==> src/sv/sliding_window_median_filter_core_assert.svh <==
// Assertion macros used by the median filter core.
// Each macro expects signals named clk and rst in the including module.
`ifndef SLIDING_WINDOW_MEDIAN_FILTER_CORE_ASSERT_SVH
`define SLIDING_WINDOW_MEDIAN_FILTER_CORE_ASSERT_SVH

`ifndef ASSERT_OFF
// Checks a property on every clock edge outside reset.
`define SWMF_ASSERT(lbl, prop, msg) \
  lbl: assert property (@(posedge clk) disable iff (rst) (prop)) else $error(msg);
// Checks that a condition never holds outside reset.
`define SWMF_NEVER(lbl, cond, msg) \
  lbl: assert property (@(posedge clk) disable iff (rst) !(cond)) else $error(msg);
`else
`define SWMF_ASSERT(lbl, prop, msg)
`define SWMF_NEVER(lbl, cond, msg)
`endif

`endif

==> src/sv/swmf_pkg.sv <==
// Shared types and constants for the sliding window median filter.
// No dependencies.
package swmf_pkg;

  typedef logic signed [11:0] sample_t;
  typedef logic signed [12:0] median_t;

  // Disconnected sensor reading, -127 degrees in 1/16 degree units.
  localparam sample_t DISCONNECTED_SIXTEENTHS = -12'sd2032;

  typedef enum logic [1:0] {
    ST_IDLE,
    ST_RANK,
    ST_FINISH
  } swmf_state_t;

endpackage

==> src/sv/sliding_window_median_filter_core.sv <==
// Sliding window median filter for temperature samples in 1/16 degree units.
// Input word: temp_sixteenths and reading_nonfinite on a valid/ready channel.
// A sample is stored unless it is flagged non-finite or equals the
// disconnected reading of -127 degrees; it then replaces the oldest slot.
// Output word: median_thirtyseconds, the sum of the two middle values of the
// window (twice the middle value for an odd window), and sample_accepted.
// Exactly one output word follows every input word.
// After the accepting edge the rank unit scores one window slot per cycle
// until every slot is scored, and the finish state then loads the output
// register once it is free. in_ready is low during the rank and finish
// states, so a new word is taken only after the previous one has been
// loaded into the output register.
// The output register holds the result until it is taken; while it is still
// full the next item may be accepted and ranked, and it waits in the finish
// cycle until the receiver takes the older word.
// Reset clears the window to zero and the write slot to zero, drops
// out_valid and returns to idle. Reset zeros count as samples until they are overwritten.
module sliding_window_median_filter_core
  import swmf_pkg::*;
#(
  parameter int WINDOW = 8
) (
  input  logic                clk,
  input  logic                rst,
  input  logic                in_valid,
  output logic                in_ready,
  input  logic signed [11:0]  temp_sixteenths,
  input  logic                reading_nonfinite,
  output logic                out_valid,
  input  logic                out_ready,
  output logic signed [12:0]  median_thirtyseconds,
  output logic                sample_accepted
);

`include "sliding_window_median_filter_core_assert.svh"

  localparam int SLOT_W = (WINDOW > 1) ? $clog2(WINDOW) : 1;
  localparam int RANK_W = $clog2(WINDOW + 1);
  localparam logic [SLOT_W-1:0] LAST_SLOT = SLOT_W'(WINDOW - 1);
  localparam logic [RANK_W-1:0] RANK_LO   = RANK_W'((WINDOW - 1) / 2);
  localparam logic [RANK_W-1:0] RANK_HI   = RANK_W'(WINDOW / 2);

  swmf_state_t state, state_next;

  sample_t           window [WINDOW];
  logic [SLOT_W-1:0] write_slot;
  logic [SLOT_W-1:0] cand;
  sample_t           lo_val;
  sample_t           hi_val;
  logic              lo_found;
  logic              hi_found;
  logic              accepted;

  logic              in_fire;
  logic              take_sample;
  logic              out_free;
  logic [SLOT_W-1:0] slot_eff;
  sample_t           cand_val;
  logic [RANK_W-1:0] cand_rank;

  swmf_rank_unit #(
    .WINDOW (WINDOW)
  ) u_rank (
    .win      (window),
    .cand_idx (cand),
    .cand_val (cand_val),
    .rank     (cand_rank)
  );

  assign in_ready    = (state == ST_IDLE);
  assign in_fire     = in_valid && in_ready;
  assign take_sample = !reading_nonfinite && (temp_sixteenths != DISCONNECTED_SIXTEENTHS);
  assign out_free    = !out_valid || out_ready;
  assign slot_eff    = (32'(write_slot) >= WINDOW) ? '0 : write_slot;

  always_ff @(posedge clk) begin
    if (rst) begin
      state <= ST_IDLE;
    end else begin
      state <= state_next;
    end
  end

  always_comb begin
    state_next = state;
    unique case (state)
      ST_IDLE: begin
        if (in_fire) begin
          state_next = ST_RANK;
        end
      end
      ST_RANK: begin
        if (cand == LAST_SLOT) begin
          state_next = ST_FINISH;
        end
      end
      ST_FINISH: begin
        if (out_free) begin
          state_next = ST_IDLE;
        end
      end
      default: state_next = ST_IDLE;
    endcase
  end

  // Window store and write slot.
  always_ff @(posedge clk) begin
    if (rst) begin
      for (int i = 0; i < WINDOW; i++) begin
        window[i] <= '0;
      end
      write_slot <= '0;
    end else if (in_fire && take_sample) begin
      window[slot_eff] <= temp_sixteenths;
      write_slot       <= (slot_eff == LAST_SLOT) ? '0 : slot_eff + SLOT_W'(1);
    end
  end

  // Rank pass over the window, one candidate slot per cycle.
  always_ff @(posedge clk) begin
    if (rst) begin
      cand     <= '0;
      lo_found <= 1'b0;
      hi_found <= 1'b0;
    end else if (in_fire) begin
      cand     <= '0;
      lo_found <= 1'b0;
      hi_found <= 1'b0;
    end else if (state == ST_RANK) begin
      if (cand_rank == RANK_LO) begin
        lo_found <= 1'b1;
      end
      if (cand_rank == RANK_HI) begin
        hi_found <= 1'b1;
      end
      if (cand != LAST_SLOT) begin
        cand <= cand + SLOT_W'(1);
      end
    end
  end

  always_ff @(posedge clk) begin
    if (in_fire) begin
      accepted <= take_sample;
    end
    if (state == ST_RANK) begin
      if (cand_rank == RANK_LO) begin
        lo_val <= cand_val;
      end
      if (cand_rank == RANK_HI) begin
        hi_val <= cand_val;
      end
    end
  end

  // Output register.
  always_ff @(posedge clk) begin
    if (rst) begin
      out_valid <= 1'b0;
    end else if (state == ST_FINISH && out_free) begin
      out_valid <= 1'b1;
    end else if (out_ready) begin
      out_valid <= 1'b0;
    end
  end

  always_ff @(posedge clk) begin
    if (state == ST_FINISH && out_free) begin
      median_thirtyseconds <= {lo_val[11], lo_val} + {hi_val[11], hi_val};
      sample_accepted      <= accepted;
    end
  end

  `SWMF_ASSERT(a_busy_after_accept, in_fire |=> !in_ready, "accepted word did not start a rank pass")
  `SWMF_NEVER(a_slot_range, 32'(write_slot) >= WINDOW, "write slot out of window range")
  `SWMF_ASSERT(a_ranks_found, (state == ST_FINISH) |-> (lo_found && hi_found), "median ranks not found in rank pass")
  `SWMF_ASSERT(a_reject_holds_slot, (in_fire && !take_sample) |=> $stable(write_slot), "rejected sample moved write slot")

endmodule

==> src/sv/swmf_rank_unit.sv <==
// Rank unit: compares one candidate against every window entry combinationally.
// Depends on swmf_pkg. Ties are broken by slot index so ranks are unique.
module swmf_rank_unit
  import swmf_pkg::*;
#(
  parameter int WINDOW = 8
) (
  input  sample_t                               win [WINDOW],
  input  logic [(WINDOW > 1 ? $clog2(WINDOW) : 1)-1:0] cand_idx,
  output sample_t                               cand_val,
  output logic [$clog2(WINDOW + 1)-1:0]         rank
);

  localparam int SLOT_W = (WINDOW > 1) ? $clog2(WINDOW) : 1;
  localparam int RANK_W = $clog2(WINDOW + 1);

  assign cand_val = win[cand_idx];

  // Rank counts entries strictly smaller, plus equal entries in lower slots.
  always_comb begin
    logic [RANK_W-1:0] acc;
    logic              below;
    acc = '0;
    for (int j = 0; j < WINDOW; j++) begin
      below = (win[j] < cand_val) ||
              ((win[j] == cand_val) && (SLOT_W'(j) < cand_idx));
      acc = acc + RANK_W'(below);
    end
    rank = acc;
  end

endmodule

==> config.mk <==
export PLATFORM = sky130hd
export DESIGN_NAME = sliding_window_median_filter_core
export DESIGN_NICKNAME = d
export VERILOG_FILES = /design/src/sv/swmf_pkg.sv /design/src/sv/sliding_window_median_filter_core.sv /design/src/sv/swmf_rank_unit.sv
export VERILOG_INCLUDE_DIRS = /design/src /design/src/sv
export SDC_FILE = /design/constraint.sdc
export NUM_CORES = 1
export LEC_CHECK = 0
export BUFFER_PORTS_ARGS = -buffer_cell sky130_fd_sc_hd__buf_2
export CORE_UTILIZATION = 25
export CTS_CLUSTER_SIZE = 24
export DETAILED_ROUTE_END_ITERATION = 6
export GPL_TIMING_DRIVEN = 0
export PLACE_DENSITY_LB_ADDON = 0.15
export SLEW_MARGIN = 10
export SYNTH_ARGS = -nofsm -noshare
export SYNTH_HDL_FRONTEND = slang
export SYNTH_SLANG_ARGS = --single-unit
==> constraint.sdc <==
create_clock -name clk -period 7.1 [get_ports clk]
set_input_delay 1.42 -clock clk [delete_from_list [all_inputs] [get_ports clk]]
set_output_delay 1.42 -clock clk [all_outputs]
set_load 0.02 [all_outputs]
==> impl_table.tex, run 1 <==
\begin{tabular}{lr}
\hline
Metric & Value \\
\hline
\multicolumn{2}{l}{\textbf{Cells and area}} \\
\quad Net total in the final layout & 1,072 \\
\quad Post-Layout Inst Area & roughly 10,000 um2 \\
\quad Most used cells in the layout excluding fill and tap cells & sky130\_fd\_sc\_hd\_\_nor2\_1 (115), sky130\_fd\_sc\_hd\_\_ha\_1 (114), sky130\_fd\_sc\_hd\_\_mux2i\_1 (106) \\
\quad Area grow syn2layout & 17.13\% \\
\quad Final instance count without filler cells & 1,404 \\
\quad ANT cells & 0 \\
\quad Post-route core utilization & 29.99\% \\
\quad Layout cells sized above 1 & around 15\% \\
\quad Most common cell after layout, fill and taps aside & sky130\_fd\_sc\_hd\_\_nor2\_1 \\
\multicolumn{2}{l}{\textbf{Die}} \\
\quad Die span in y & 191.0 um \\
\quad Standard cell core area & about 35,000 um2 \\
\quad Die outline area & 36,490 um2 \\
\quad Top-Level Pins & 33 \\
\quad Starting utilization of the core area & 25.61\% \\
\quad Cell Rows & 68 \\
\quad Chip width & roughly 190 um \\
\multicolumn{2}{l}{\textbf{Clock network}} \\
\quad Clock slew at the register clock pins of the worst setup and hold paths & 0.07 ns \\
\quad Clock tree from TritonCTS & done \\
\quad Sink Count & between 100 and 150 \\
\quad Hold buffer count at CTS & 0 \\
\quad Max Buffers Root-to-Sink & 2 \\
\quad H-tree depth & 4 \\
\quad Cell chosen for the clock root & sky130\_fd\_sc\_hd\_\_clkbuf\_16 \\
\quad Number of CTS-inserted buffers & 17 \\
\quad Clock latency at the later pin of the worst-skew pair & 0.44 ns \\
\multicolumn{2}{l}{\textbf{Placed design}} \\
\quad Estimated wirelength of the detail-placed design & 21,050 um \\
\quad IO buf count & 20 \\
\quad Weighted congestion at the end of routability-driven global placement & 0.7972 \\
\quad Post-placement cell count & $\sim$1,400 \\
\quad Cell area after placement & 9758 um2 \\
\multicolumn{2}{l}{\textbf{Power and ir drop}} \\
\quad LEAKAGE & 4.507 nW \\
\quad Highest ir drop seen on vdd & 173.1 uV \\
\quad Total power divided by cell area & 276.0 nW/um2 \\
\multicolumn{2}{l}{\textbf{Timing}} \\
\quad Pins over their slew limit & 0 \\
\quad Fin crit share & 93.96\% \\
\quad Worst Tran Pin Value & 0.9223 ns \\
\quad Unrepaired setup endpoints after global routing & no \\
\quad Number of setup violations in the final report & 0 \\
\quad Crit path time final & 6.671 ns \\
\quad Setup TNS & 0 ns \\
\quad Minimum hold slack & 0.4206 ns \\
\quad Maximum operating frequency & 0.1499 GHz \\
\quad Post-Route Skew & 0.01615 ns \\
\quad Max\_slew headroom & 37.67\% \\
\quad Number of endpoints with negative hold slack in the final report & 0 \\
\multicolumn{2}{l}{\textbf{Worst setup path}} \\
\quad Worst-case reg-to-reg path depth & 18 \\
\quad Worst endpoint required time & 7.20 ns \\
\quad Destination of the worst register-to-register timing path & lo\_val[2] \\
\quad Critical path arrival & 6.77 ns \\
\quad Slowest cell on crit path & sky130\_fd\_sc\_hd\_\_fa\_1 \\
\quad Setup crit start kind & register \\
\quad CP peak stage delay & approximately 0.57 ns \\
\quad Critical path type & reg -> reg \\
\quad Worst r2r src & cand[1] \\
\quad Ordered list of cells on the worst path & clkbuf\_2 -> nand2\_1 -> clkbuf\_2 -> o22ai\_1 -> a221oi\_4 -> buf\_4 -> ha\_1 -> nand4\_1 -> nor3\_1 -> o21ai\_0 -> a32oi\_1 -> fa\_1 -> fa\_1 -> inv\_1 -> fa\_1 -> fa\_1 -> xnor2\_1 -> and4\_2 \\
\quad Kind of end point of the critical path & register \\
\quad Reg-to-reg slack, setup & about 0.43 ns \\
\quad Dominant cell type by count on the critical path & sky130\_fd\_sc\_hd\_\_fa\_1 \\
\quad Maximum net fanout on the critical path & 12 \\
\quad First element of the critical path & cand[1] \\
\multicolumn{2}{l}{\textbf{Drt}} \\
\quad Antenna-violating nets left & 0 \\
\quad Total wire length after detailed routing & 27,450 um \\
\quad TritonRoute pass-1 iters & 4 \\
\quad Initial DRC Count & 244 \\
\quad Post-detailed-route wirelength per cell & 19.55 um \\
\quad DRC violation count after routing & 0 \\
\quad Vias post-DR & 6,688 \\
\quad Routed via count divided by cell count & 4.764 \\
\multicolumn{2}{l}{\textbf{Synthesis}} \\
\quad Biggest area contributors in the synthesized netlist & sky130\_fd\_sc\_hd\_\_dfxtp\_1 (24\%), sky130\_fd\_sc\_hd\_\_ha\_1 (16\%), sky130\_fd\_sc\_hd\_\_edfxtp\_1 (13\%), sky130\_fd\_sc\_hd\_\_mux2i\_1 (12\%), sky130\_fd\_sc\_hd\_\_nor2\_1 (4.8\%) \\
\quad Number of distinct library cells after synthesis & 61 \\
\quad Share of Yosys cell area claimed by the top area cell type & 23.53\% \\
\quad Proportion of synthesized chip area in sequential cells & 36.64\% \\
\quad Average cell area after synthesis & between 10 and 15 um2 \\
\quad Async S/R FF share, synth & 0\% \\
\quad Top\_reg\_cell synth & sky130\_fd\_sc\_hd\_\_dfxtp\_1 \\
\quad Post-synth top area cell & sky130\_fd\_sc\_hd\_\_dfxtp\_1 \\
\quad Gate Count Post-Synth & 887 \\
\quad Synthesis-stage register bit count & 144 \\
\quad Cell area after synthesis & 8932 um2 \\
\quad Number of nets produced by synthesis & 1,023 \\
\quad Number of synthesis warnings & 0 \\
\quad Number of synthesized flops with an enable pin & 39 \\
\multicolumn{2}{l}{\textbf{Min path}} \\
\quad Hold path depth & 0 \\
\quad Hold path start & accepted \\
\quad Worst hold path class & reg -> reg \\
\quad Capture endpoint of the worst hold path & sample\_accepted \\
\multicolumn{2}{l}{\textbf{Global route}} \\
\quad All-Layer GR Usage & 15.84\% \\
\quad Number of global-route vias before repair & 6,915 \\
\quad Wire length of the first global-routing pass & 42,500 um \\
\quad Antenna violations before repair & 0 \\
\quad Total grt overflow & 0 \\
\quad Maximum number of pins on one net before global-route repair & 17 \\
\multicolumn{2}{l}{\textbf{Run}} \\
\quad Maximum Capacitance Violations & 0 \\
\multicolumn{2}{l}{\textbf{Status}} \\
\quad Result of the run & completed \\
\hline
\end{tabular}
[registers in the layout, summed over array words and instances, names as in the netlist]
name                  count
slot_eff                  3
hi_val                   12
median_thirtyseconds     13
cand                      3
state                     2
window                   96
accepted                  1
sample_accepted           1
out_valid                 1
lo_val                   12
[stage by stage]
step	setup WS (ns)	power (W)
2_1_floorplan	0.4920	0.001716
3_3_place_gp	-1.855	0.001945
3_5_place_dp	-0.4058	0.001977
4_1_cts	0.1319	0.002921
5_1_grt	0.03975	0.003063
6_report	0.4288	0.002888
[critical path: cells and delay by family, from the launching register on]
| kind | cells | cell delay, ns |
|---|---|---|
| buf+inv | 4 | 0.94 |
| compound gates | 4 | 1.19 |
| simple gates | 4 | 1.20 |
| fa+ha+maj | 5 | 2.16 |
| xor+xnor | 1 | 0.31 |
| flops | 1 | 0.51 |
[cell usage after synthesis, drive strengths merged, types with 3 or more instances]
cell type,count
nor2,115
ha,114
mux2i,108
dfxtp,105
nand2,46
a21oi,43
edfxtp,39
inv,35
buf,31
o21ai,24
mux2,19
a21o,18
nor2b,18
clkbuf,17
nand4,13
o22ai,10
a211oi,9
a221oi,9
o211ai,9
a31oi,8
nand2b,7
mux4,6
nand3,6
nor3,6
o21a,6
xnor2,6
fa,5
and3,4
and4,4
nor4,4
nor4b,4
or2,4
a211o,3
[layer usage]
| metal | vias to the layer above | share of wire [%] | GRT usage [%] | routed length [um] |
|---|---|---|---|---|
| met5 | - | 0 | 0 | 0 |
| met4 | 0 | 1.9 | 4.646 | 527 |
| met3 | 25 | 2.4 | 2.497 | 653 |
| met2 | 74 | 48 | 27.26 | 13310 |
| met1 | 3242 | 47 | 20.21 | 12960 |
| li1 | 3347 | - | - | - |
[worst max path at each step]
stage	to	cells after the start
after global placement	hi_val[5]	17
after CTS	lo_val[11]	21
after global routing	lo_val[2]	19
final	lo_val[2]	18
after floorplan	hi_val[0]	20
after detailed placement	lo_val[6]	19
[power breakdown]
part           switching [W]  internal (W)  leakage (nW)  total [W]
Sequential         0.0000276      0.000980          1.18    0.00101
Clock               0.000397      0.000523         0.276   0.000919
Combinational       0.000547      0.000415          3.05   0.000961
[cells by family after synthesis]
| kind of cell | synth area share [%] |
|---|---|
| AOI/OAI and AO/OA | 11.47 |
| xor gates and xnor gates | 0.7845 |
| adders and majority gates | 17.09 |
| buffers and inverters | 4.427 |
| DFF | 36.64 |
| muxes | 16.01 |
| and+or+nand+nor | 13.57 |
[timing repair]
action / in CTS / in global routing
gates resized for setup: 11 / 23
endpoints found under the setup margin: 24 / 24
pin swaps: 1 / 0
buffers inserted: 1 / 0
[layout make-up]
type                    instances  area, um2
clock buffers                  18      429.2
inverters                      35      131.4
flip-flops and latches        144       3273
multi-input cells             660       5425
clock inverters                14      156.4
plain buffers                  48      275.3
repair buffers                 30      202.7
well taps                     455      569.3
fillers                      3696      24420
No activity file was read; power rests on OpenSTA's default activity.
==> inputs of run 2 (changes only) <==
--- a/config.mk
+++ b/config.mk
@@ -6,10 +6,12 @@
 export SDC_FILE = /design/constraint.sdc
 export NUM_CORES = 1
 export LEC_CHECK = 0
+export ABC_AREA = 1
 export BUFFER_PORTS_ARGS = -buffer_cell sky130_fd_sc_hd__buf_2
 export CORE_UTILIZATION = 25
 export CTS_CLUSTER_SIZE = 24
 export DETAILED_ROUTE_END_ITERATION = 6
+export GPL_ROUTABILITY_DRIVEN = 0
 export GPL_TIMING_DRIVEN = 0
 export PLACE_DENSITY_LB_ADDON = 0.15
 export SLEW_MARGIN = 10
==> impl_table.tex, run 2 <==
\begin{tabular}{lr}
\hline
Metric & Value \\
\hline
\multicolumn{2}{l}{\textbf{Worst setup path}} \\
\quad Critical Path Sink & lo\_val[11] \\
\quad First element of the critical path & cand[2] \\
\quad Destination of the worst register-to-register timing path & lo\_val[11] \\
\quad Kind of end point of the critical path & register \\
\quad Slowest cell on crit path & sky130\_fd\_sc\_hd\_\_fa\_1 \\
\quad Worst r2r src & cand[2] \\
\quad CP peak stage delay & 0.54 ns (-0.03 ns) \\
\quad Critical path arrival & 6.94 ns (+0.17 ns) \\
\quad Critical path type & reg -> reg \\
\quad Setup crit start kind & register \\
\quad Worst-case reg-to-reg path depth & 23 (+5) \\
\quad Maximum net fanout on the critical path & 10 (-2) \\
\quad Reg-to-reg slack, setup & 0.31 ns (-0.11 ns) \\
\quad Dominant cell type by count on the critical path & sky130\_fd\_sc\_hd\_\_fa\_1 \\
\quad Ordered list of cells on the worst path & inv\_1 -> nor2\_2 -> clkbuf\_2 -> o21a\_1 -> o21ai\_0 -> nand4\_1 -> clkinvlp\_4 -> ha\_1 -> nand2\_1 -> nor4\_1 -> a21oi\_1 -> a21boi\_0 -> ha\_1 -> inv\_1 -> fa\_1 -> fa\_1 -> inv\_1 -> fa\_1 -> fa\_1 -> xnor2\_2 -> nand3\_1 -> nor3\_4 -> buf\_4 \\
\quad Worst endpoint required time & 7.25 ns (+0.05 ns) \\
\multicolumn{2}{l}{\textbf{Synthesis}} \\
\quad Synthesis-stage register bit count & 144 (unchanged) \\
\quad Post-synth top area cell & sky130\_fd\_sc\_hd\_\_dfxtp\_1 \\
\quad Async S/R FF share, synth & 0\% (unchanged) \\
\quad Number of nets produced by synthesis & 1,257 (+23\%) \\
\quad Average cell area after synthesis & 8.478 um2 (-16\%) \\
\quad Post-synth top cells & sky130\_fd\_sc\_hd\_\_nand2\_1 (178), sky130\_fd\_sc\_hd\_\_ha\_1 (114), sky130\_fd\_sc\_hd\_\_a21oi\_1 (107), sky130\_fd\_sc\_hd\_\_dfxtp\_1 (105), sky130\_fd\_sc\_hd\_\_nand3\_1 (93) \\
\quad Proportion of synthesized chip area in sequential cells & 34.44\% (-2.2 points) \\
\quad Top\_reg\_cell synth & sky130\_fd\_sc\_hd\_\_dfxtp\_1 \\
\quad Library cell with the highest instance count after synthesis & sky130\_fd\_sc\_hd\_\_nand2\_1 \\
\quad Number of distinct library cells after synthesis & 46 (-25\%) \\
\quad Biggest area contributors in the synthesized netlist & sky130\_fd\_sc\_hd\_\_dfxtp\_1 (22\%), sky130\_fd\_sc\_hd\_\_ha\_1 (15\%), sky130\_fd\_sc\_hd\_\_edfxtp\_1 (12\%), sky130\_fd\_sc\_hd\_\_nand2\_1 (7.0\%), sky130\_fd\_sc\_hd\_\_a21oi\_1 (5.6\%) \\
\quad Number of synthesized flops with an enable pin & 39 (unchanged) \\
\quad Gate Count Post-Synth & 1,121 (+26\%) \\
\quad Number of synthesis warnings & 0 (unchanged) \\
\quad Cell area after synthesis & 9504 um2 (+6.4\%) \\
\quad Share of Yosys cell area claimed by the top area cell type & 22.12\% (-1.4 points) \\
\multicolumn{2}{l}{\textbf{Cells and area}} \\
\quad ANT cells & 0 (unchanged) \\
\quad Area grow syn2layout & 17.48\% \\
\quad Post-route core utilization & 29.71\% (-0.28 points) \\
\quad Register bank with the most flops & window \\
\quad Number of fillers in the final layout & 3,989 (+7.9\%) \\
\quad Registers with the highest flip-flop counts & window x96, median\_thirtyseconds x13 \\
\quad Net total in the final layout & 1,324 (+24\%) \\
\quad Register cell area after layout & 3273 um2 (unchanged) \\
\quad Number of flip-flops in the largest register & 96 (unchanged) \\
\quad Layout cells sized above 1 & 21.82\% (+6.6 points) \\
\quad Most common cell after layout, fill and taps aside & sky130\_fd\_sc\_hd\_\_nand2\_1 \\
\quad Area of the multi-input gates & 5557 um2 (+2.4\%) \\
\quad Most used cells in the layout excluding fill and tap cells & sky130\_fd\_sc\_hd\_\_nand2\_1 (178), sky130\_fd\_sc\_hd\_\_ha\_1 (114), sky130\_fd\_sc\_hd\_\_a21oi\_1 (107) \\
\multicolumn{2}{l}{\textbf{Timing}} \\
\quad Max\_slew headroom & 21.82\% (-16 points) \\
\quad Worst Tran Pin Value & 1.168 ns (+0.2461 ns) \\
\quad Post-Route Skew & 0.01478 ns (-0.001363 ns) \\
\quad Maximum operating frequency & 0.1474 GHz (-1.7\%) \\
\quad Fin crit share & 95.57\% (+1.6 points) \\
\quad Pins over their slew limit & 0 (unchanged) \\
\quad Minimum hold slack & 0.4600 ns (+0.03942 ns) \\
\quad Crit path time final & 6.786 ns (+0.1144 ns) \\
\quad Number of endpoints with negative hold slack in the final report & 0 (unchanged) \\
\quad Number of setup violations in the final report & 0 (unchanged) \\
\quad Unrepaired setup endpoints after global routing & no \\
\quad Setup ws final & 0.3144 ns (-0.1144 ns) \\
\multicolumn{2}{l}{\textbf{Drt}} \\
\quad Total wire length after detailed routing & 34,320 um (+25\%) \\
\quad Routed via count divided by cell count & 4.764 (about the same) \\
\quad Initial DRC Count & 604 (+150\%) \\
\quad Vias post-DR & 8,156 (+22\%) \\
\quad Post-detailed-route wirelength per cell & 20.04 um (+2.5\%) \\
\quad DRC violation count after routing & 0 (unchanged) \\
\quad TritonRoute pass-1 iters & 5 (+1) \\
\quad Antenna-violating nets left & 0 (unchanged) \\
\multicolumn{2}{l}{\textbf{Clock network}} \\
\quad Max Buffers Root-to-Sink & 2 (unchanged) \\
\quad Hold buffer count at CTS & 0 (unchanged) \\
\quad Number of CTS-inserted buffers & 17 (unchanged) \\
\quad H-tree depth & 4 (unchanged) \\
\quad Cell chosen for the clock root & sky130\_fd\_sc\_hd\_\_clkbuf\_16 \\
\quad Sink Count & 144 (unchanged) \\
\quad Clock latency at the later pin of the worst-skew pair & 0.45 ns (about the same) \\
\quad Clock tree from TritonCTS & done \\
\quad Clock slew at the register clock pins of the worst setup and hold paths & 0.07 ns (about the same) \\
\multicolumn{2}{l}{\textbf{Die}} \\
\quad Starting utilization of the core area & 25.29\% (-0.31 points) \\
\quad Standard cell core area & 37,580 um2 (+7.7\%) \\
\quad Die span in y & 197.0 um (+3.1\%) \\
\quad Chip width & 197.0 um (+3.1\%) \\
\quad Top-Level Pins & 33 (unchanged) \\
\quad Die outline area & 38,800 um2 (+6.3\%) \\
\quad Cell Rows & 71 (+4.4\%) \\
\multicolumn{2}{l}{\textbf{Run}} \\
\quad Maximum Capacitance Violations & 0 (unchanged) \\
\multicolumn{2}{l}{\textbf{Power and ir drop}} \\
\quad Total power divided by cell area & 260.2 nW/um2 (-5.7\%) \\
\quad LEAKAGE & 4.408 nW (-2.2\%) \\
\quad Highest ir drop seen on vdd & 187.2 uV (+8.2\%) \\
\multicolumn{2}{l}{\textbf{Min path}} \\
\quad Worst hold path class & reg -> reg \\
\multicolumn{2}{l}{\textbf{Placed design}} \\
\quad IO buf count & 20 (unchanged) \\
\quad Estimated wirelength of the detail-placed design & 25,250 um (+20\%) \\
\quad Worst slack after detailed placement & -0.8036 ns (-0.3979 ns) \\
\multicolumn{2}{l}{\textbf{Global route}} \\
\quad Total grt overflow & 0 (unchanged) \\
\quad Number of global-route vias before repair & 7,978 (+15\%) \\
\quad Wire length of the first global-routing pass & 50,960 um (+20\%) \\
\quad Antenna violations before repair & 2 (+2) \\
\quad All-Layer GR Usage & 18.28\% (+2.4 points) \\
\quad Maximum number of pins on one net before global-route repair & 17 (unchanged) \\
\multicolumn{2}{l}{\textbf{Status}} \\
\quad Result of the run & completed \\
\hline
\end{tabular}
-- run 2: cell count changes after synthesis, moves of 30 or more --
cell	delta
sky130_fd_sc_hd__nand3_2	+30
sky130_fd_sc_hd__a21oi_2	+51
sky130_fd_sc_hd__o21ai_0	+47
sky130_fd_sc_hd__nand3_1	+87
sky130_fd_sc_hd__inv_1	+33
sky130_fd_sc_hd__a21oi_1	+64
sky130_fd_sc_hd__nor2_1	-42
sky130_fd_sc_hd__nand2_1	+132
sky130_fd_sc_hd__mux2i_1	-108
-- run 2: layout make-up --
| cell class | count | area share (%) |
|---|---|---|
| Tap cell | 511 | 5.726 |
| Timing Repair Buffer | 49 | 3.059 |
| Inverter | 71 | 2.633 |
| Clock buffer | 23 | 4.482 |
| Sequential cell | 144 | 29.31 |
| Buffer | 63 | 4.292 |
| Clock inverter | 9 | 0.7284 |
| Multi-Input combinational cell | 842 | 49.76 |
-- run 2: per-stage QoR --
step	std cells	total power, W	area (um2)	setup TNS, ns
finish	1712	0.002906	11170	0
global route	1712	0.003086	11170	0
CTS	1704	0.002891	11070	0
detailed placement	1655	0.001920	10290	-14.64
global placement	1652	0.001883	10240	-39.73
floorplan	1121	0.001644	9504	0
-- run 2: power breakdown --
| group | internal, W | total [W] | switching (W) | leakage, nW |
|---|---|---|---|---|
| registers | 0.000947 | 0.000971 | 0.0000242 | 1.20 |
| clock network | 0.000532 | 0.000919 | 0.000387 | 0.279 |
| logic | 0.000384 | 0.00102 | 0.000632 | 2.93 |
| total | 0.00186 | 0.00291 | 0.00104 | 4.41 |
-- run 2: worst min path at each step --
stage,from,to,cells past startpoint
global placement,window[12],window[12],2
finish,window[12],window[12],2
global route,window[72],window[72],2
detailed placement,window[12],window[12],2
CTS,window[84],window[84],2
floorplan,accepted,sample_accepted,0
-- run 2: kinds of logic (layout without fill, tap and decap cells) --
logic type / count (synthesis) / after routing / synth area share, %
adders and majority gates: 119 / 119 / 16.06
DFF: 144 / 144 / 34.44
xor gates and xnor gates: 9 / 9 / 0.8293
buffers and inverters: 135 / 215 / 7.793
and+or+nand+nor: 445 / 445 / 23.64
AOI/OAI and AO/OA: 269 / 269 / 17.23
-- run 2: repair_timing --
action                                  4_1_cts  5_1_grt
cloned                                        0        0
pin swaps                                     4        7
endpoints found under the setup margin       24       24
hold endpoints to repair                      0        0
gates resized for setup                      18       14
setup buffers                                17        9
-- run 2: worst max-delay path: cells and delay by family, from the launching register on --
kind,cells,cell delay [ns]
DFF,1,0.45
adders and majority gates,6,2.55
xor gates and xnor gates,1,0.26
AOI/OAI and AO/OA,4,0.71
buffers and inverters,6,1.17
and+or+nand+nor,6,1.35
-- run 2: per-layer routing --
| metal | share of wire, % | global-route usage, % |
|---|---|---|
| met3 | 6.3 | 3.970 |
| met4 | 2.9 | 6.891 |
| met2 | 46 | 29.56 |
| met5 | 0.079 | 0 |
| met1 | 45 | 23.73 |
==> inputs of run 3 (changes only) <==
--- a/config.mk
+++ b/config.mk
@@ -13,7 +13,7 @@
 export DETAILED_ROUTE_END_ITERATION = 6
 export GPL_ROUTABILITY_DRIVEN = 0
 export GPL_TIMING_DRIVEN = 0
-export PLACE_DENSITY_LB_ADDON = 0.15
+export RECOVER_POWER = 25
 export SLEW_MARGIN = 10
 export SYNTH_ARGS = -nofsm -noshare
 export SYNTH_HDL_FRONTEND = slang
==> impl_table.tex, run 3 (synthesis results as in run 2) <==
\begin{tabular}{lr}
\hline
Metric & Value \\
\hline
\multicolumn{2}{l}{\textbf{Status}} \\
\quad Result of the run & completed \\
\multicolumn{2}{l}{\textbf{Clock network}} \\
\quad Hold buffer count at CTS & 0 (unchanged) \\
\quad Clock slew at the register clock pins of the worst setup and hold paths & 0.07 ns (about the same) \\
\quad Clock latency at the later pin of the worst-skew pair & 0.44 ns (about the same) \\
\quad Clock tree from TritonCTS & done \\
\quad Max Buffers Root-to-Sink & 2 (unchanged) \\
\quad Cell chosen for the clock root & sky130\_fd\_sc\_hd\_\_clkbuf\_16 \\
\quad H-tree depth & 4 (unchanged) \\
\quad Number of CTS-inserted buffers & 17 (unchanged) \\
\quad Sink Count & 144 (unchanged) \\
\multicolumn{2}{l}{\textbf{Die}} \\
\quad Top-Level Pins & 33 (unchanged) \\
\quad Die outline area & 38,800 um2 (unchanged) \\
\quad Standard cell core area & 37,580 um2 (unchanged) \\
\quad Starting utilization of the core area & 25.29\% (unchanged) \\
\quad Chip width & 197.0 um (unchanged) \\
\quad Cell Rows & 71 (unchanged) \\
\quad Die span in y & 197.0 um (unchanged) \\
\multicolumn{2}{l}{\textbf{Placed design}} \\
\quad IO buf count & 20 (unchanged) \\
\quad Estimated wirelength of the detail-placed design & 22,480 um (-11\%) \\
\quad Worst slack after detailed placement & -0.7112 ns (+0.09249 ns) \\
\multicolumn{2}{l}{\textbf{Worst setup path}} \\
\quad Worst-case reg-to-reg path depth & 23 (unchanged) \\
\quad Destination of the worst register-to-register timing path & lo\_val[10] \\
\quad Maximum net fanout on the critical path & 10 (unchanged) \\
\quad Critical path type & reg -> reg \\
\quad Family with the most delay on the worst path & adder cells \\
\quad Dominant cell type by count on the critical path & sky130\_fd\_sc\_hd\_\_fa\_1 \\
\quad CP peak stage delay & 0.55 ns (about the same) \\
\quad Ordered list of cells on the worst path & clkbuf\_2 -> inv\_1 -> buf\_2 -> buf\_2 -> o21ai\_0 -> nand4\_1 -> clkinvlp\_4 -> ha\_1 -> nand2\_1 -> nor4\_1 -> a21oi\_1 -> a21boi\_0 -> ha\_1 -> inv\_1 -> fa\_1 -> fa\_1 -> inv\_1 -> fa\_1 -> fa\_1 -> xnor2\_2 -> nand3\_1 -> nor3\_2 -> buf\_4 \\
\quad Worst r2r src & cand[0] \\
\quad Slowest cell on crit path & sky130\_fd\_sc\_hd\_\_fa\_1 \\
\quad Kind of end point of the critical path & register \\
\quad First element of the critical path & cand[0] \\
\quad Reg-to-reg slack, setup & 0.24 ns (-0.07 ns) \\
\quad Buffer and inverter count on the worst path & 8 (+2) \\
\quad Critical path arrival & 7.00 ns (+0.06 ns) \\
\quad Worst endpoint required time & 7.24 ns (about the same) \\
\quad Setup crit start kind & register \\
\multicolumn{2}{l}{\textbf{Timing}} \\
\quad Maximum operating frequency & 0.1458 GHz (-1.1\%) \\
\quad Number of endpoints with negative hold slack in the final report & 0 (unchanged) \\
\quad Worst Tran Pin Value & 1.070 ns (-0.09891 ns) \\
\quad Number of setup violations in the final report & 0 (unchanged) \\
\quad Pins over their slew limit & 0 (unchanged) \\
\quad Crit path time final & 6.859 ns (+0.07382 ns) \\
\quad Unrepaired setup endpoints after global routing & no \\
\quad Max\_slew headroom & 28.44\% (+6.6 points) \\
\quad Post-Route Skew & 0.009220 ns (-0.005563 ns) \\
\quad Fin crit share & 96.61\% (+1.0 points) \\
\quad Setup ws final & 0.2406 ns (-0.07382 ns) \\
\multicolumn{2}{l}{\textbf{Min path}} \\
\quad Worst hold path class & reg -> reg \\
\quad Hold path start & window[24] \\
\quad Hold path depth & 2 (unchanged) \\
\quad Capture endpoint of the worst hold path & window[24] \\
\multicolumn{2}{l}{\textbf{Power and ir drop}} \\
\quad LEAKAGE & 4.334 nW (-1.7\%) \\
\quad Final Power & 0.002883 W (-0.77\%) \\
\quad Highest ir drop seen on vdd & 188.8 uV (+0.84\%) \\
\quad Total power divided by cell area & 261.0 nW/um2 (+0.31\%) \\
\multicolumn{2}{l}{\textbf{Cells and area}} \\
\quad Area grow syn2layout & 16.22\% \\
\quad Net total in the final layout & 1,314 (-0.76\%) \\
\quad Number of flip-flops in the largest register & 96 (unchanged) \\
\quad Most used cells in the layout excluding fill and tap cells & sky130\_fd\_sc\_hd\_\_nand2\_1 (179), sky130\_fd\_sc\_hd\_\_ha\_1 (114), sky130\_fd\_sc\_hd\_\_a21oi\_1 (107) \\
\quad Most common cell after layout, fill and taps aside & sky130\_fd\_sc\_hd\_\_nand2\_1 \\
\quad Register bank with the most flops & window \\
\quad Registers with the highest flip-flop counts & window x96, median\_thirtyseconds x13 \\
\quad Layout cells sized above 1 & 20.49\% (-1.3 points) \\
\quad Post-route core utilization & 29.39\% (-0.32 points) \\
\quad Area of the multi-input gates & 5522 um2 (-0.63\%) \\
\quad ANT cells & 0 (unchanged) \\
\quad Register cell area after layout & 3273 um2 (unchanged) \\
\quad Number of fillers in the final layout & 4,004 (+0.38\%) \\
\multicolumn{2}{l}{\textbf{Drt}} \\
\quad Vias post-DR & 8,368 (+2.6\%) \\
\quad TritonRoute pass-1 iters & 5 (unchanged) \\
\quad DRC violation count after routing & 0 (unchanged) \\
\quad Antenna-violating nets left & 0 (unchanged) \\
\quad Total wire length after detailed routing & 30,530 um (-11\%) \\
\quad Initial DRC Count & 697 (+15\%) \\
\quad Post-detailed-route wirelength per cell & 17.94 um (-11\%) \\
\quad Routed via count divided by cell count & 4.917 (+3.2\%) \\
\multicolumn{2}{l}{\textbf{Run}} \\
\quad Maximum Capacitance Violations & 0 (unchanged) \\
\multicolumn{2}{l}{\textbf{Global route}} \\
\quad Number of global-route vias before repair & 7,661 (-4.0\%) \\
\quad Maximum number of pins on one net before global-route repair & 17 (unchanged) \\
\quad All-Layer GR Usage & 16.08\% (-2.2 points) \\
\quad Wire length of the first global-routing pass & 46,400 um (-8.9\%) \\
\quad Antenna violations before repair & 0 (-2) \\
\quad Total grt overflow & 0 (unchanged) \\
\hline
\end{tabular}
[run 3: worst reg2reg max path, stage by stage (launching register included)]
cell	delay (ns)
sky130_fd_sc_hd__dfxtp_1	0.32
sky130_fd_sc_hd__clkbuf_2	0.19
sky130_fd_sc_hd__inv_1	0.22
sky130_fd_sc_hd__buf_2	0.25
sky130_fd_sc_hd__buf_2	0.27
sky130_fd_sc_hd__o21ai_0	0.25
sky130_fd_sc_hd__nand4_1	0.32
sky130_fd_sc_hd__clkinvlp_4	0.38
sky130_fd_sc_hd__ha_1	0.43
sky130_fd_sc_hd__nand2_1	0.08
sky130_fd_sc_hd__nor4_1	0.27
sky130_fd_sc_hd__a21oi_1	0.10
sky130_fd_sc_hd__a21boi_0	0.35
sky130_fd_sc_hd__ha_1	0.31
sky130_fd_sc_hd__inv_1	0.08
sky130_fd_sc_hd__fa_1	0.48
sky130_fd_sc_hd__fa_1	0.56
sky130_fd_sc_hd__inv_1	0.05
sky130_fd_sc_hd__fa_1	0.41
sky130_fd_sc_hd__fa_1	0.43
sky130_fd_sc_hd__xnor2_2	0.25
sky130_fd_sc_hd__nand3_1	0.12
sky130_fd_sc_hd__nor3_2	0.22
sky130_fd_sc_hd__buf_4	0.25
[run 3: what timing repair did]
item	in CTS	in global routing
buffers inserted	1	14
endpoints found under the setup margin	22	24
gates resized for setup	7	22
pin swaps	1	0
cloned	0	0
[run 3: worst max path at each step]
stage	to	slack [ns]	depth (start not counted)
after floorplan	hi_val[0]	0.48	24
after global placement	hi_val[11]	-1.62	23
after detailed placement	hi_val[11]	-0.71	24
after CTS	lo_val[10]	0.002	26
after global routing	lo_val[10]	0.03	26
final	lo_val[10]	0.24	23
[run 3: per-stage QoR]
| stage | hold slack, ns | setup TNS, ns | cells | area (um2) |
|---|---|---|---|---|
| floorplan | 0.4003 | 0 | 1121 | 9504 |
| detailed placement | 0.4555 | -8.272 | 1655 | 10280 |
| global placement | 0.4534 | -30.83 | 1652 | 10240 |
| global route | 0.4862 | 0 | 1702 | 11050 |
| CTS | 0.4643 | 0 | 1688 | 10920 |
| finish | 0.4705 | 0 | 1702 | 11050 |
[run 3: per-layer routing]
metal | global-route usage [%] | up-vias | part of all wire (%)
met2 | 23.99 | 326 | 43
met4 | 4.967 | 0 | 1.6
met1 | 23.18 | 3999 | 47
li1 | - | 4004 | -
met3 | 3.046 | 39 | 8.5
met5 | 0 | - | 0
[run 3: final cells by class]
type / count / area share (%)
Sequential cell: 144 / 29.63
Timing Repair Buffer: 38 / 2.084
Inverter: 71 / 2.628
Clock inverter: 11 / 1.155
Clock buffer: 21 / 4.372
Multi-Input combinational cell: 842 / 49.99
Buffer: 64 / 4.350
Tap cell: 511 / 5.788
[run 3: power breakdown]
| part | switching, W | leakage, nW | total, W | internal (W) |
|---|---|---|---|---|
| registers | 0.0000253 | 1.20 | 0.000972 | 0.000947 |
| clock network | 0.000385 | 0.286 | 0.000946 | 0.000561 |
| logic | 0.000599 | 2.85 | 0.000966 | 0.000367 |
